[src/hw/rtl/mocal_pkg.sv]
// Package for the magnetometer offset calibration block.
// Holds field widths, register indexes, reset values and the per-axis update function.
// Used by magnetometer_offset_calibration; depends on nothing else.
`default_nettype none

package mocal_pkg;

    // Field widths.
    localparam int unsigned RAW_W   = 16;
    localparam int unsigned VAL_W   = 12;
    localparam int unsigned CORR_W  = 13;
    localparam int unsigned LIM_W   = 11;
    localparam int unsigned SPAN_W  = 12;
    localparam int unsigned AXES    = 3;

    // Stream payload widths (fields packed lowest first, padded to whole bytes).
    localparam int unsigned IN_DATA_W  = AXES * RAW_W;
    localparam int unsigned OUT_BITS   = AXES * (CORR_W + VAL_W + 1);
    localparam int unsigned OUT_DATA_W = ((OUT_BITS + 7) / 8) * 8;

    // Configuration port.
    localparam int unsigned CFG_IDX_W  = 2;
    localparam int unsigned CFG_DATA_W = 12;

    typedef enum logic [CFG_IDX_W-1:0] {
        CFG_REJECT_LIMIT = 2'd0,
        CFG_FREEZE_SPAN  = 2'd1
    } t_cfg_index;

    localparam logic [LIM_W-1:0]  REJECT_LIMIT_RST = LIM_W'(120);
    localparam logic [SPAN_W-1:0] FREEZE_SPAN_RST  = SPAN_W'(120);

    // Per-axis tracking state.
    typedef struct packed {
        logic signed [VAL_W-1:0] last;
        logic signed [VAL_W-1:0] high;
        logic signed [VAL_W-1:0] low;
    } t_axis_state;

    // Per-axis outcome of one sample: new state plus result fields.
    typedef struct packed {
        t_axis_state              st;
        logic signed [CORR_W-1:0] corr;
        logic signed [VAL_W-1:0]  off;
        logic                     frozen;
    } t_axis_res;

    // One axis: spike rejection, min/max tracking, offset and correction.
    function automatic t_axis_res axis_step(
        input logic signed [RAW_W-1:0] raw,
        input t_axis_state             cur,
        input logic [LIM_W-1:0]        lim,
        input logic [SPAN_W-1:0]       fs
    );
        logic signed [RAW_W:0]    r_ext;
        logic signed [RAW_W:0]    lim_ext;
        logic signed [RAW_W:0]    lim_neg;
        logic signed [CORR_W-1:0] fs_ext;
        logic signed [CORR_W-1:0] span_old;
        logic signed [CORR_W-1:0] span_new;
        logic signed [CORR_W-1:0] sum;
        logic signed [CORR_W-1:0] half;
        logic signed [VAL_W-1:0]  rv;
        logic signed [VAL_W-1:0]  used;
        logic                     in_rng;
        logic                     track;
        t_axis_res                res;

        r_ext    = $signed({raw[RAW_W-1], raw});
        lim_ext  = $signed({{(RAW_W + 1 - LIM_W){1'b0}}, lim});
        lim_neg  = -lim_ext;
        in_rng   = (r_ext <= lim_ext) && (r_ext >= lim_neg);
        rv       = raw[VAL_W-1:0];
        fs_ext   = $signed({1'b0, fs});
        span_old = $signed({cur.high[VAL_W-1], cur.high}) - $signed({cur.low[VAL_W-1], cur.low});
        track    = span_old < fs_ext;
        used     = in_rng ? rv : cur.last;

        // Tracking update for an accepted reading on an unfrozen axis.
        res.st = cur;
        if (in_rng && track) begin
            res.st.last = rv;
            if (rv > cur.high) begin
                res.st.high = rv;
            end
            if (rv < cur.low) begin
                res.st.low = rv;
            end
        end

        // Offset is the midpoint, rounded toward zero.
        sum  = $signed({res.st.high[VAL_W-1], res.st.high})
             + $signed({res.st.low[VAL_W-1], res.st.low});
        half = (sum + $signed({{(CORR_W-1){1'b0}}, sum[CORR_W-1]})) >>> 1;
        res.off = half[VAL_W-1:0];

        res.corr = $signed({used[VAL_W-1], used}) - $signed({res.off[VAL_W-1], res.off});
        span_new = $signed({res.st.high[VAL_W-1], res.st.high})
                 - $signed({res.st.low[VAL_W-1], res.st.low});
        res.frozen = !(span_new < fs_ext);
        return res;
    endfunction

endpackage

`default_nettype wire

[src/hw/rtl/magnetometer_offset_calibration.sv]
// An accepted sample passes through the input register and then the result register; the per-axis
// compare, min/max and subtract are combinational; one sample per cycle unless the output stalls.
// The tracking state is read and written in the same single update stage, so samples chain freely.
// Reset (synchronous, active low) clears last reading, max and min of all axes to zero,
// loads both configuration registers with 120 and empties both pipeline registers.
// Top level of the magnetometer hard-iron offset calibration; depends on mocal_pkg.
`default_nettype none

module magnetometer_offset_calibration (
    input  wire logic                                 i_clk,
    input  wire logic                                 i_rst_n,
    // Sample stream in. tdata: raw_x, raw_y, raw_z (16 bits each).
    input  wire logic                                 i_s_axis_tvalid,
    output logic                                      o_s_axis_tready,
    input  wire logic [mocal_pkg::IN_DATA_W-1:0]      i_s_axis_tdata,
    // Result stream out. tdata: corr_x, corr_y, corr_z (13 bits each),
    // off_x, off_y, off_z (12 bits each), frozen_x, frozen_y, frozen_z, two zero bits.
    output logic                                      o_m_axis_tvalid,
    input  wire logic                                 i_m_axis_tready,
    output logic [mocal_pkg::OUT_DATA_W-1:0]          o_m_axis_tdata,
    // Configuration writes.
    input  wire logic                                 i_cfg_valid,
    output logic                                      o_cfg_ready,
    input  wire logic [mocal_pkg::CFG_IDX_W-1:0]      i_cfg_index,
    input  wire logic [mocal_pkg::CFG_DATA_W-1:0]     i_cfg_data
);
    import mocal_pkg::*;

    logic [LIM_W-1:0]          r_reject_limit;
    logic [SPAN_W-1:0]         r_freeze_span;
    t_axis_state               r_state [AXES];
    logic                      r_in_valid;
    logic [IN_DATA_W-1:0]      r_in_data;
    logic                      r_out_valid;
    logic [OUT_DATA_W-1:0]     r_out_data;
    t_axis_res                 n_res   [AXES];
    logic [OUT_DATA_W-1:0]     n_out_data;
    logic                      adv;

    // Configuration writes are always taken.
    assign o_cfg_ready = 1'b1;

    always_ff @(posedge i_clk) begin
        if (!i_rst_n) begin
            r_reject_limit <= REJECT_LIMIT_RST;
            r_freeze_span  <= FREEZE_SPAN_RST;
        end else if (i_cfg_valid) begin
            unique case (i_cfg_index)
                CFG_REJECT_LIMIT: r_reject_limit <= i_cfg_data[LIM_W-1:0];
                CFG_FREEZE_SPAN:  r_freeze_span  <= i_cfg_data[SPAN_W-1:0];
                default: ;
            endcase
        end
    end

    // The update stage fires when a sample is held and the result register can take it.
    assign adv             = r_in_valid && (!r_out_valid || i_m_axis_tready);
    assign o_s_axis_tready = !r_in_valid || adv;

    // Input register.
    always_ff @(posedge i_clk) begin
        if (!i_rst_n) begin
            r_in_valid <= 1'b0;
        end else if (o_s_axis_tready) begin
            r_in_valid <= i_s_axis_tvalid;
        end
    end

    always_ff @(posedge i_clk) begin
        if (o_s_axis_tready && i_s_axis_tvalid) begin
            r_in_data <= i_s_axis_tdata;
        end
    end

    // Per-axis calibration logic and result packing.
    always_comb begin
        n_out_data = '0;
        for (int a = 0; a < AXES; a++) begin
            n_res[a] = axis_step($signed(r_in_data[a*RAW_W +: RAW_W]), r_state[a],
                                 r_reject_limit, r_freeze_span);
            n_out_data[a*CORR_W +: CORR_W]                  = n_res[a].corr;
            n_out_data[AXES*CORR_W + a*VAL_W +: VAL_W]      = n_res[a].off;
            n_out_data[AXES*(CORR_W + VAL_W) + a]           = n_res[a].frozen;
        end
    end

    // Tracking state, updated once per transfer through the update stage.
    always_ff @(posedge i_clk) begin
        if (!i_rst_n) begin
            for (int a = 0; a < AXES; a++) begin
                r_state[a] <= '0;
            end
        end else if (adv) begin
            for (int a = 0; a < AXES; a++) begin
                r_state[a] <= n_res[a].st;
            end
        end
    end

    // Result register.
    always_ff @(posedge i_clk) begin
        if (!i_rst_n) begin
            r_out_valid <= 1'b0;
        end else if (adv) begin
            r_out_valid <= 1'b1;
        end else if (i_m_axis_tready) begin
            r_out_valid <= 1'b0;
        end
    end

    always_ff @(posedge i_clk) begin
        if (adv) begin
            r_out_data <= n_out_data;
        end
    end

    assign o_m_axis_tvalid = r_out_valid;
    assign o_m_axis_tdata  = r_out_data;

    // A held sample behind a stalled result must block the input.
    a_stall_blocks: assert property (@(posedge i_clk) disable iff (!i_rst_n)
        (r_in_valid && r_out_valid && !i_m_axis_tready) |-> !o_s_axis_tready)
        else $error("input accepted while update stage is stalled");

    // The running max never drops below zero and the min never rises above zero.
    a_peak_sign: assert property (@(posedge i_clk) disable iff (!i_rst_n)
        !r_state[0].high[VAL_W-1] && !r_state[1].high[VAL_W-1] && !r_state[2].high[VAL_W-1]
        && (r_state[0].low[VAL_W-1] || (r_state[0].low == '0))
        && (r_state[1].low[VAL_W-1] || (r_state[1].low == '0))
        && (r_state[2].low[VAL_W-1] || (r_state[2].low == '0)))
        else $error("peak register left its sign range");

    // Tracking state changes only through the update stage.
    a_state_hold: assert property (@(posedge i_clk) disable iff (!i_rst_n)
        !adv |=> ($stable(r_state[0]) && $stable(r_state[1]) && $stable(r_state[2])))
        else $error("tracking state changed without an update");

endmodule

`default_nettype wire

[config.mk]
export PLATFORM = sky130hd
export DESIGN_NAME = magnetometer_offset_calibration
export DESIGN_NICKNAME = d
export VERILOG_FILES = /design/src/hw/rtl/mocal_pkg.sv /design/src/hw/rtl/magnetometer_offset_calibration.sv
export SDC_FILE = /design/constraint.sdc
export NUM_CORES = 1
export LEC_CHECK = 0
export BUFFER_PORTS_ARGS = -buffer_cell sky130_fd_sc_hd__buf_2
export CORE_ASPECT_RATIO = 1.4
export CORE_UTILIZATION = 40
export CTS_BUF_LIST = sky130_fd_sc_hd__clkbuf_8
export CTS_CLUSTER_DIAMETER = 60
export CTS_CLUSTER_SIZE = 28
export DETAILED_ROUTE_END_ITERATION = 6
export SETUP_SLACK_MARGIN = 0.1
export SYNTH_ARGS = -nofsm -noshare
export SYNTH_HDL_FRONTEND = slang
export SYNTH_SLANG_ARGS = --single-unit
[constraint.sdc]
create_clock -name i_clk -period 8.8 [get_ports i_clk]
set_input_delay 0.44 -clock i_clk [delete_from_list [all_inputs] [get_ports i_clk]]
set_output_delay 0.44 -clock i_clk [all_outputs]
set_load 0.05 [all_outputs]
### Yosys cells after proc, flatten, opt, wreduce, memory -nomap -nowiden

Memory sizes are Yosys's and may differ from the RTL's.
Index checks and enable logic that the tools add are counted.

| storage, ports and cells | value |
|---|---|
| bits in registers | 151 |
| bits in writable memories | 108 |
| bits of input ports | 67 |
| output and inout bits | 83 |
| memories | 1 |

| cells by class | value |
|---|---|
| $add $sub $neg | 16 |
| $lt $le $gt $ge | 18 |
| equality and inequality tests | 1 |
| multiplexer cells | 21 |
| bitwise operators | 3 |
| reductions and logical operators | 19 |

Memory list:

| name | depth | width | read ports | clocked after Yosys merged registers in | write ports | RTL line | RTL |
|---|---|---|---|---|---|---|---|
| r_state | 3 | 36 | 3 | 0 | 3 | magnetometer_offset_calibration.sv:31 | `t_axis_state r_state [AXES];` |

Operator list:

| operator | count |
|---|---|
| $mux 36 | 6 |
| $sub 12x12->13 | 9 |
| $mux 12 | 9 |
| $lt 13x13->1 | 6 |
| $ge 16x17->1 | 3 |
| $le 16x12->1 | 3 |
| $add 12x12->13 | 3 |
| $add 13x2->13 | 3 |
| $gt 12x12->1 | 3 |
| $lt 12x12->1 | 3 |
| $neg 11->17 | 1 |
| $logic_and 1x1->1 | 8 |
| $mux 1 | 6 |
| $logic_not 1->1 | 5 |
| $reduce_and 2->1 | 2 |
| $or 1x1->1 | 3 |
| $eq 2x1->1 const B | 1 |
| $logic_not 2->1 | 1 |
| $logic_or 1x1->1 | 2 |
| $reduce_bool 2->1 | 1 |

### Longest topological paths before layout

Gate-level depths: netlist of the first run.

| logic depth | value |
|---|---|
| word-level depth | 8 |
| mapped depth | 53 |
| gate-level depth less buffers | 50 |

### Worst setup path after synthesis of the first run

Ideal clock, no wire load.

| timing | value |
|---|---|
| path type | register to register |
| from | mem r_state[0][38] (netlist name) |
| to | reg r_out_data[24], in the netlist o_m_axis_tdata[24], data pin |
| setup time | 0.258 ns |
| arrival | 8.897 ns |
| required time | 8.542 ns |
| path slack | -0.354 ns |
| stages on the path, launching flop included | 51 |
| buffers on the path | 3 |
| clock period less this slack | 9.154 ns |
| cells stage by stage | edfxtp_1 -> clkbuf_1 -> inv_1 -> ha_1 -> o21ai_0 -> nand2b_1 -> and2_1 -> o21ai_0 -> nand2b_1 -> a21o_1 -> a21o_1 -> a21o_1 -> a21o_1 -> a21o_1 -> a21oi_1 -> xnor2_1 -> ha_1 -> a2111o_1 -> (+15 left out) -> a21oi_1 -> nor2b_1 -> ha_1 -> xnor2_1 -> ha_1 -> nor2b_1 -> o21ai_0 -> nand2b_1 -> and2_1 -> o21ai_0 -> nand2b_1 -> a21o_1 -> a21o_1 -> a21o_1 -> a21o_1 -> a21o_1 -> a21oi_1 -> xnor2_1 |

RTL lines:

| what | RTL line | RTL |
|---|---|---|
| from (decl) | magnetometer_offset_calibration.sv:31 |  |
| to (signal assigned) | magnetometer_offset_calibration.sv:113 | `r_out_data <= n_out_data;` |
| to (decl) | magnetometer_offset_calibration.sv:35 | `logic [OUT_DATA_W-1:0] r_out_data;` |

==> results of run 1 <==
[worst max-delay path by stage]
stage / from / endpoint / slack (ns)
after floorplan: r_state[0][37] / o_m_axis_tdata[24] / 0.05
after global placement: r_state[0][73] / o_m_axis_tdata[38] / -0.17
after detailed placement: r_state[0][73] / o_m_axis_tdata[38] / -0.43
after CTS: r_state[0][73] / o_m_axis_tdata[38] / 0.09
after global routing: r_state[0][37] / o_m_axis_tdata[24] / -0.11
final: r_state[0][37] / o_m_axis_tdata[24] / 0.40
[state kept, by name (all words and copies together) (netlist names)]
name / flops
r_in_valid: 1
r_in_data: 48
r_freeze_span: 12
r_state: 108
r_reject_limit: 11
o_m_axis_tvalid: 1
o_m_axis_tdata: 78
[cell usage after synthesis, types with 39 or more instances]
cell type,count
mux2_2,52
inv_1,236
nor2_1,177
a21oi_1,118
and2_1,49
a21o_1,66
clkbuf_1,48
xnor2_1,91
o21ai_0,101
and3_1,39
edfxtp_1,234
ha_1,361
nand2_1,137
xor2_1,83
o21a_1,39
[power by group through the flow]
stage | Sequential [µW] | Combinational (µW) | Clock, µW
2_1_floorplan | 1860 | 1540 | 0
3_3_place_gp | 1650 | 2550 | 0
3_5_place_dp | 1650 | 2600 | 0
4_1_cts | 1620 | 2680 | 1020
5_1_grt | 1630 | 3140 | 1060
6_report | 1620 | 2860 | 995
[stage by stage]
step	util	hold slack [ns]	setup slack, ns	instance area (µm²)
final	0.503	0.0365	0.396	28900
after global routing	0.503	0.0340	-0.107	28900
after floorplan	-	0.443	0.0500	23400
after detailed placement	0.464	0.463	-0.427	26700
after CTS	0.488	0.000620	0.0908	28100
after global placement	0.464	0.453	-0.173	26700
[worst min-delay path, stage by stage]
cell and delay [ns]:
buf_2 0.10, nand2_1 0.05, o211ai_1 0.08
[routing by layer]
| layer | GRT usage | vias up | wire, µm |
|---|---|---|---|
| met1 | 0.278 | 9802 | 29600 |
| met2 | 0.487 | 495 | 40200 |
| met5 | 0 | - | 0 |
| li1 | - | 9785 | - |
| met4 | 0.145 | 0 | 4730 |
| met3 | 0.0234 | 177 | 2520 |
[final cells by class]
| type | count | area, µm² | share of cell area |
|---|---|---|---|
| clock buffers | 28 | 385 | 0.0133 |
| diodes | 1 | 2.50 | 0.0000865 |
| well taps | 742 | 928 | 0.0321 |
| clock inverters | 23 | 294 | 0.0102 |
| multi-input cells | 1863 | 15400 | 0.531 |
| flip-flops and latches | 259 | 7530 | 0.260 |
| inverters | 237 | 890 | 0.0308 |
| repair buffers | 499 | 3530 | 0.122 |
[cell families after synthesis]
kind of cell             count (synthesis)
AND/OR/NAND/NOR                        636
adder cells (fa/ha/maj)                373
buffers and inverters                  299
other                                    2
flip-flops                             259
AO/OA/AOI/OAI                          592
XOR/XNOR                               175
multiplexers                            84
[timing repair]
action	4_1_cts	5_1_grt
gates resized for setup	41	126
hold buffers	50	0
setup buffers	9	34
endpoints found under the setup margin	10	17
endpoints found under the hold margin	50	0
pin swaps	17	117
==> metrics.csv, run 1 <==
metric;value;unit
CTS H-Tree Depth;1;
Worst Path Required;9.27;ns
RePlAce Congestion;0.940;
adder-cell share of the synthesized area;0.204;
Worst Setup Start Kind;flop;
ratio of final minimum period to clock period;0.955;
Initial DRT Pass Iterations;5;
antenna violations before repair;1;
post-synthesis cell area;23300;µm²
Final min period;8.40;ns
worst-margin pin slew;1.17;ns
# IOs;150;
sw frac;0.422;
share of the synthesized area in the top cell type;0.302;
Die Width;206;µm
Clk network pwr share;0.182;
first-pass GRT wire length;117000;µm
final setup fails;0;
RSZ-0062 raised after global routing;true;
DRT antenna net count;0;
maximum vdd ir drop;161;µV
slowest CP cell;a2111o_1;
max-slew violation count;0;
synth top area cells;edfxtp_1 30%, ha_1 19%, inv_1 3.8%, xnor2_1 3.4%, xor2_1 3.1%;
xor-xnor portion of the synthesized cell area;0.0662;
Power Internal;3170;µW
Synth area leader;edfxtp_1;
hold endpoint;r_reject_limit[4];
Yosys cell types;102;
pin count of the biggest net entering global routing;60;
most common cell after layout, fill and taps aside;ha_1;
Compound-Gate Fraction of Synth Area;0.177;
Top delay family on crit path;compound AO/OA/AOI/OAI gates;
CTS tree;yes;
Placement Rows;104;
Buf/Inv on CP;4;
Crit path depth;47;
hold violation count in the final report;0;
HP Class;primary input to flop;
status;completed;
Iter 0 DRT Violations;1035;
via count;20300;
#FFs+latches synth;259;
slew margin rel.;0.213;
global route overflow;0;
most frequent CP cell;a21o_1;
number of fill cells in the layout;5375;
layout cells sized above 1;0.244;
clock skew;0.0552;ns
Arr. time, crit path;8.87;ns
Layout area overhead;24.3;%
Post-Synth Simple-Gate Area;0.140;
Clock Root Buffer;clkbuf_8;
most frequent cells in the layout;340 x ha_1, 296 x buf_4, 234 x edfxtp_1;
core footprint;57500;µm²
Mean Syn Cell Area;9.62;µm²
Clock transition at path regs;0.12;ns
Cell Count, Final, Fillers Out;3652;
starting density of the core;0.405;
setup TNS;0;ns
Bufs on Longest Clock Path;3;
DRC;0;
proportion of synthesized area in mux cells;0.0389;
total length of routed wires;77100;µm
vias in the first global route;21200;
gr usage total;0.258;
register area share after synthesis;0.323;
Post-Place Cells;3507;
Power Density;189;nW/µm²
Post-synth EDFFs;234;
ys flop type;edfxtp_1;
clock latency on the worst-skew pair;0.70;ns
hold_sp;i_cfg_data[4];
worst-path maximum fanout;4;
Synthesis Warnings;0;
Post-layout nets;3328;
Die Area;59200;µm²
reg2reg setup slack;0.40;ns
Worst R2R End;o_m_axis_tdata[24];
Max Clk Rate;119;MHz
Comb power frac;0.523;
Syn Inst Count;2420;
DP Wirelength;60600;µm
hold depth;3;
Power Total;5480;µW
Synth async-reset ratio;0;
max-cap violation count;0;
largest family of logic cells by synthesized area;adder cells;
clock sink count;259;
PortBufs;146;
CP peak stage delay;0.45;ns
sequential power share;0.295;
wire length per cell;21.1;µm
Critical R2R Launch;r_state[0][37];
crit path kind;flop to flop;
via/cell ratio;5.55;
Num CTS Buffers;28;
die height;287;µm
Worst setup EP type;flop;
Leakage;0.0131;µW
Register-to-Register Path Depth;47;
Psw;2310;µW
No activity file was read; power rests on OpenSTA's default activity.
==> run 2: changes to the inputs <==
ABC_AREA = 1   (was not set)
==> run 2 against run 1 <==
Against the previous run: wire length down 5.2%; clock power up 7%; synthesized area up 2.0%; count of clock-buffer cells in the layout up 2; sequential power about the same; first-iteration DRC count up 10%; via count up 4.2%; largest cell class unchanged.
==> metrics.csv, run 2 <==
metric;value;unit
Critical R2R Launch;r_state[0][38];
Power Density;219;nW/µm²
Yosys cell types;57;
share of the synthesized area in the top cell type;0.296;
Synth async-reset ratio;0;
Worst Setup Start Kind;flop;
pin count of the biggest net entering global routing;79;
hold depth;3;
layout cells sized above 1;0.137;
worst-path maximum fanout;9;
Leakage;0.0134;µW
most frequent CP cell;nand2_1;
via count;21100;
Layout area overhead;14.7;%
worst-margin pin slew;1.15;ns
max-slew violation count;0;
ys flop type;edfxtp_1;
CTS H-Tree Depth;1;
Initial DRT Pass Iterations;5;
Cell Count, Final, Fillers Out;4059;
die height;290;µm
Register-to-Register Path Depth;51;
Clock transition at path regs;0.11;ns
hold_ws;0.0446;ns
Placement Rows;105;
crit path kind;flop to flop;
hold violation count in the final report;0;
max-cap violation count;0;
DP Wirelength;58100;µm
setup TNS;0;ns
first-pass GRT wire length;113000;µm
# IOs;150;
Max Clk Rate;126;MHz
most common cell after layout, fill and taps aside;nand2_1;
starting density of the core;0.405;
top-count cell post-synth;nand2_1;
Post-Place Cells;3945;
ratio of final minimum period to clock period;0.901;
Final min period;7.93;ns
Arr. time, crit path;8.37;ns
slowest CP cell;fa_1;
Util after Layout;0.464;
slew margin rel.;0.234;
DRC;0;
antenna violations before repair;4;
post-synthesis cell area;23700;µm²
gr usage total;0.240;
core footprint;58600;µm²
clock latency on the worst-skew pair;0.71;ns
Die Width;208;µm
hold endpoint;r_in_valid;
maximum vdd ir drop;178;µV
DRT antenna net count;0;
status;completed;
Worst R2R End;o_m_axis_tdata[24];
commonest cells in the netlist;667 x nand2_1, 425 x inv_1, 361 x ha_1, 237 x nor2_1, 234 x edfxtp_1;
RSZ-0062 raised after global routing;false;
Post-synth EDFFs;234;
CTS tree;yes;
hold_sp;i_s_axis_tvalid;
reg2reg setup slack;0.87;ns
via/cell ratio;5.20;
Syn Inst Count;3021;
Post-layout nets;3724;
Synthesis Warnings;0;
synth top area cells;edfxtp_1 30%, ha_1 19%, nand2_1 11%, inv_1 6.7%, a21oi_1 4.7%;
PortBufs;146;
Iter 0 DRT Violations;1140;
#FFs+latches synth;259;
wire length per cell;18.0;µm
Worst Path Required;9.24;ns
Num CTS Buffers;30;
total length of routed wires;73000;µm
Clock Root Buffer;clkbuf_8;
Synth area leader;edfxtp_1;
HP Class;primary input to flop;
global route overflow;0;
most frequent cells in the layout;662 x nand2_1, 421 x inv_1, 358 x ha_1;
CP peak stage delay;0.47;ns
clock skew;0.0521;ns
clock sink count;259;
vias in the first global route;20700;
Mean Syn Cell Area;7.86;µm²
RePlAce Congestion;0.919;
register area share after synthesis;0.317;
Worst setup EP type;flop;
Biggest register;r_state;
final setup fails;0;
Largest register FFs;108;
Bufs on Longest Clock Path;3;
Die Area;60300;µm²
[run 2: cell count changes after synthesis, moves of 49 or more]
cell / previous run / this run
a21o_1: 66 / 11
a21oi_1: 118 / 225
inv_1: 236 / 425
mux2_2: 52 / 0
nand2_1: 137 / 667
nand2_2: 0 / 49
nand3_1: 33 / 140
nor2_1: 177 / 237
o21ai_0: 101 / 174
xnor2_1: 91 / 25
[run 2: timing repair]
item,CTS,global route
hold buffers,51,0
gates resized for setup,0,60
endpoints found under the setup margin,0,17
hold endpoints to repair,54,0
buffers inserted,0,5
[run 2: final cells by class]
type / count / area (µm²)
well taps: 749 / 937
inverters: 456 / 1710
fillers: 5901 / 31400
clock buffers: 30 / 413
clock inverters: 26 / 340
multi-input cells: 2258 / 14400
repair buffers: 279 / 1860
flip-flops and latches: 259 / 7530
diodes: 2 / 5.00
[run 2: metrics by stage]
stage | setup slack, ns | total power [µW] | instance area (µm²)
after detailed placement | 0.175 | 4860 | 25700
after global routing | 0.0894 | 6440 | 27200
after floorplan | 0.976 | 3980 | 23700
after global placement | 0.188 | 4840 | 25700
final | 0.869 | 5970 | 27200
after CTS | 0.134 | 5950 | 27000
[run 2: critical path, delay by kind of cell, from the launching register on]
family | cells | cell delay [ns]
and+or+nand+nor | 18 | 1.98
xor gates and xnor gates | 2 | 0.25
adders and majority gates | 5 | 1.51
DFF | 1 | 0.39
AOI/OAI and AO/OA | 18 | 2.78
buffers and inverters | 8 | 0.81
[run 2: cells by family after synthesis]
logic type | count (synthesis) | share of synthesized area
xor gates and xnor gates | 120 | 0.0454
buffers and inverters | 505 | 0.0824
other | 2 | 0.000316
adders and majority gates | 373 | 0.200
and+or+nand+nor | 1252 | 0.234
DFF | 259 | 0.317
AOI/OAI and AO/OA | 510 | 0.120
[run 2: per-layer routing]
metal / global-route usage / part of all wire / up-vias
met5: 0 / 0.00034 / -
met4: 0.105 / 0.047 / 4
met3: 0.0223 / 0.036 / 148
met2: 0.449 / 0.51 / 502
met1: 0.276 / 0.41 / 9800
li1: - / - / 10700
[run 2: worst max path at each step]
| stage | start | end | slack, ns | cells past startpoint |
|---|---|---|---|---|
| finish | r_state[0][38] | o_m_axis_tdata[24] | 0.87 | 51 |
| global route | r_state[0][74] | o_m_axis_tdata[37] | 0.09 | 55 |
| CTS | r_state[0][74] | o_m_axis_tdata[37] | 0.13 | 54 |
| detailed placement | r_state[0][74] | o_m_axis_tdata[37] | 0.17 | 54 |
| global placement | r_state[0][74] | o_m_axis_tdata[37] | 0.19 | 54 |
| floorplan | r_state[0][0] | o_m_axis_tdata[11] | 0.98 | 52 |
[run 2: power by group]
group | internal (µW) | switching (µW)
Combinational | 1140 | 2130
Sequential | 1570 | 76.0
Clock | 436 | 619
